<file path="src/hdl/che_ram.sv">
// Generic single-port-write, single-port-read RAM with registered read data.
module che_ram #(
  parameter int WIDTH = 8,
  parameter int DEPTH = 256
) (
  input  logic                     clk,
  input  logic                     we,
  input  logic [$clog2(DEPTH)-1:0] waddr,
  input  logic [WIDTH-1:0]         wdata,
  input  logic                     re,
  input  logic [$clog2(DEPTH)-1:0] raddr,
  output logic [WIDTH-1:0]         rdata
);

  logic [WIDTH-1:0] mem [DEPTH];

  always_ff @(posedge clk) begin
    if (we) begin
      mem[waddr] <= wdata;
    end
    if (re) begin
      rdata <= mem[raddr];
    end
  end

endmodule

</file>
<file path="config.mk">
export PLATFORM = sky130hd
export DESIGN_NAME = che_ram
export DESIGN_NICKNAME = d
export VERILOG_FILES = /design/src/hdl/che_ram.sv
export SDC_FILE = /design/constraint.sdc
export NUM_CORES = 2
export LEC_CHECK = 0
export ABC_AREA = 0
export BUFFER_PORTS_ARGS = -buffer_cell sky130_fd_sc_hd__buf_2
export CORE_MARGIN = 3
export CORE_UTILIZATION = 37
export DETAILED_ROUTE_END_ITERATION = 7
export HOLD_SLACK_MARGIN = 0.06
export RECOVER_POWER = 50
export SYNTH_ARGS = -nofsm -noshare
export SYNTH_HDL_FRONTEND = slang
export SYNTH_SLANG_ARGS = --single-unit
</file>
<file path="constraint.sdc">
create_clock -name clk -period 5.45 [get_ports clk]
set_input_delay 0.2725 -clock clk [delete_from_list [all_inputs] [get_ports clk]]
set_output_delay 0.2725 -clock clk [all_outputs]
set_load 0.1 [all_outputs]
</file>
==> summary.txt <==
Final layout
  – Non-filler cells in the finished layout: about 7000
  – Final nets: a little under 4000
  – Layout cells sized above 1: 0.2203
  – Commonest non-fill, non-tap cell in the layout: edfxtp_1
  – Commonest non-fill, non-tap cells in the layout: edfxtp_1 (2056), mux4_2 (454), nor2_1 (279)
  – Layout area overhead: 12.28%

Clock tree
  – Hold_buf cts: 8
  – CTS tree: done
  – CTS resizes: 0
  – Worst-case clock buffer depth: 3
  – Total CTS buffers: between 200 and 250
  – Htree depth: 4
  – CTS Sinks: slightly above 2000
  – Post-CTS setup repair buffer count: 0
  – Latest clock arrival within the worst-skew pair: between 0.8 and 0.9 ns
  – Clk pin slew, worst setup/hold paths: 0.06 ns
  – CTS root buffer: clkbuf_16

Run
  – Number of max-cap violations: 12

Setup path
  – Critical Path Sink Type: flip-flop
  – Crit-path slowest cell: clkbuf_2
  – Worst endpoint required time: between 5 and 6 ns
  – Crit-path cells: dlygate4sd3_1 > clkbuf_2 > clkbuf_2
  – Critical path class: primary input to flip-flop
  – Crit-path max cell delay: roughly 2.1 ns
  – Critical path arrival: between 4 and 5 ns
  – CP dominant cell by count: clkbuf_2
  – Worst Setup Start Kind: primary input
  – Crit-path max FO: ~120

Logic synthesis
  – Synth Flop Type: edfxtp_1
  – Sequential fraction of the synthesis area: 0.7753
  – Cell taking the most area after synthesis: edfxtp_1
  – Yosys synthesis warning count: 0
  – Mapped Cells: between 3000 and 4000
  – Yosys cell types: between 50 and 60
  – Synthesized area per cell: ~21 µm²
  – Yosys top cell area share: 0.7753
  – Number of synthesized flops with an enable pin: between 2000 and 2500
  – Asr flop ratio synth: 0
  – Mapped Area: roughly 80000 µm²
  – Synth top area cells: edfxtp_1 (78%), mux4_2 (13%), mux2i_1 (1.7%)
  – Mapped Nets: about 3800
  – FF+latch count, synth: just over 2000

Die
  – Height of the chip: around 470 µm
  – Core area: 213100 µm²
  – Chip Width: roughly 470 µm
  – IO Pins: 35
  – Cell row count: about 170
  – Initial Utilization: 0.3736
  – Die Footprint: ~220000 µm²

Global routing
  – Grt ovf: 0
  – Initial antenna violation count: 14
  – Largest net degree at the start of global routing: approximately 190
  – Overall routing resource usage: 0.1819
  – First-pass GRT wire length: a little under 300 mm
  – Number of global-route vias before repair: 38738

Route
  – Vias: approximately 39000
  – Drt wl/cell: just under 30 µm
  – DR pass1 iterations: 6
  – Routed vias/inst: 5.641
  – Routed WL: 203.2 mm
  – 1st-iter DRT viols: 4773
  – DRC violations left: 0
  – Post-DRT Antenna Nets: 0

STA
  – Tcrit/Tclk final: 0.7564
  – Fin. Hold Viols: 0
  – Final min period: 4.122 ns
  – Final setup violation count: 0
  – Fmax: around 240 MHz
  – RSZ-0062 raised after global routing: false
  – Worst slew pin tran: between 3 and 4 ns
  – Setup TNS: 0 ns
  – Rel. slew slack: -1.455
  – Pins over their slew limit: around 1200
  – Setup Skew: 0.03316 ns

Status
  – Status: complete, but fails checks
  – Failing checks: max-capacitance violations, max-slew violations

Placed design
  – Hpwl dp: ~120 mm
  – Global placement routability congestion: 0.8435
  – Port bufs: 34
  – DP Cell Count: around 6500

Power and ir drop
  – P_leak: roughly 0.027 µW
  – Logic pwr share: 0.050
  – Seq pwr share: 0.537
  – Pint: 25570 µW
  – PD cells: 364.3 nW/µm²
  – Sw power: 6999 µW
  – Peak supply drop: about 250 µV
  – Clock share of power: 0.413
  – Sw Share: 0.2149

Worst hold path
  – Worst Hold Class: primary input to flip-flop
final timing paths:
check,from,to,slack (ns),cells after the start
max,wdata[6],mem[6][6]$_DFFE_PP_,1.33,3
min,waddr[2],mem[220][6]$_DFFE_PP_,0.16,3
max reg2reg,mem[80][3]$_DFFE_PP_,rdata[3]$_DFFE_PP_,2.28,6
min reg2reg,mem[40][3]$_DFFE_PP_,rdata[3]$_DFFE_PP_,1.13,6
cell usage after synthesis (all sizes together), types with 28 or more instances:
cell / number
mux2i: 134
nor2b: 31
a22oi: 133
nand3: 34
o221ai: 47
nor2: 282
clkbuf: 111
a21oi: 96
mux4: 456
o22ai: 28
buf: 122
edfxtp: 2056
nand2: 33
power by group through the flow:
stage	Clock [µW]	Sequential, µW	Combinational, µW
2_1_floorplan	0	17800	847
6_report	13400	17500	1620
5_1_grt	14300	17500	1710
3_5_place_dp	0	17800	1640
3_3_place_gp	0	17800	1620
4_1_cts	13600	17500	1650
final cells by class:
cell class	count	area (µm²)
diodes	4	10.01
clock buffers	255	5339
clock inverters	114	970.9
fillers	18433	123700
inverters	2	7.507
multi-input cells	1442	16550
flip-flops and latches	2056	61740
well taps	2821	3530
repair buffers	149	1266
routing by layer:
layer  track usage  wire length (µm)
met3       0.03487             15330
met2        0.2889             97890
met5             0                 8
met1        0.2568             84270
met4       0.05221              5701
flip-flops by register name (all words and copies together) (netlist names):
register	flops
mem	2048
rdata	8
metrics by stage:
stage	utilization	total power, µW	hold slack, ns	area (µm²)	setup WS (ns)
floorplan	-	18690	0.3714	79640	3.101
global placement	0.3898	19440	0.7278	83090	0.7427
detailed placement	0.3900	19460	0.7337	83130	1.065
CTS	0.4200	32770	0.1031	89520	1.955
global route	0.4195	33500	0.1642	89410	0.9772
finish	0.4195	32570	0.1640	89420	1.328
cell families after synthesis:
group           after synthesis  synth area share
compound gates              385           0.03416
flops                      2056            0.7753
buf+inv                     235           0.01829
simple gates                466           0.02625
mux                         591            0.1460
critical path, delay by kind of cell:
kind / cells / cell delay [ns]
buffers and inverters: 3 / 4.14
Power figures use the tool's default switching activity.
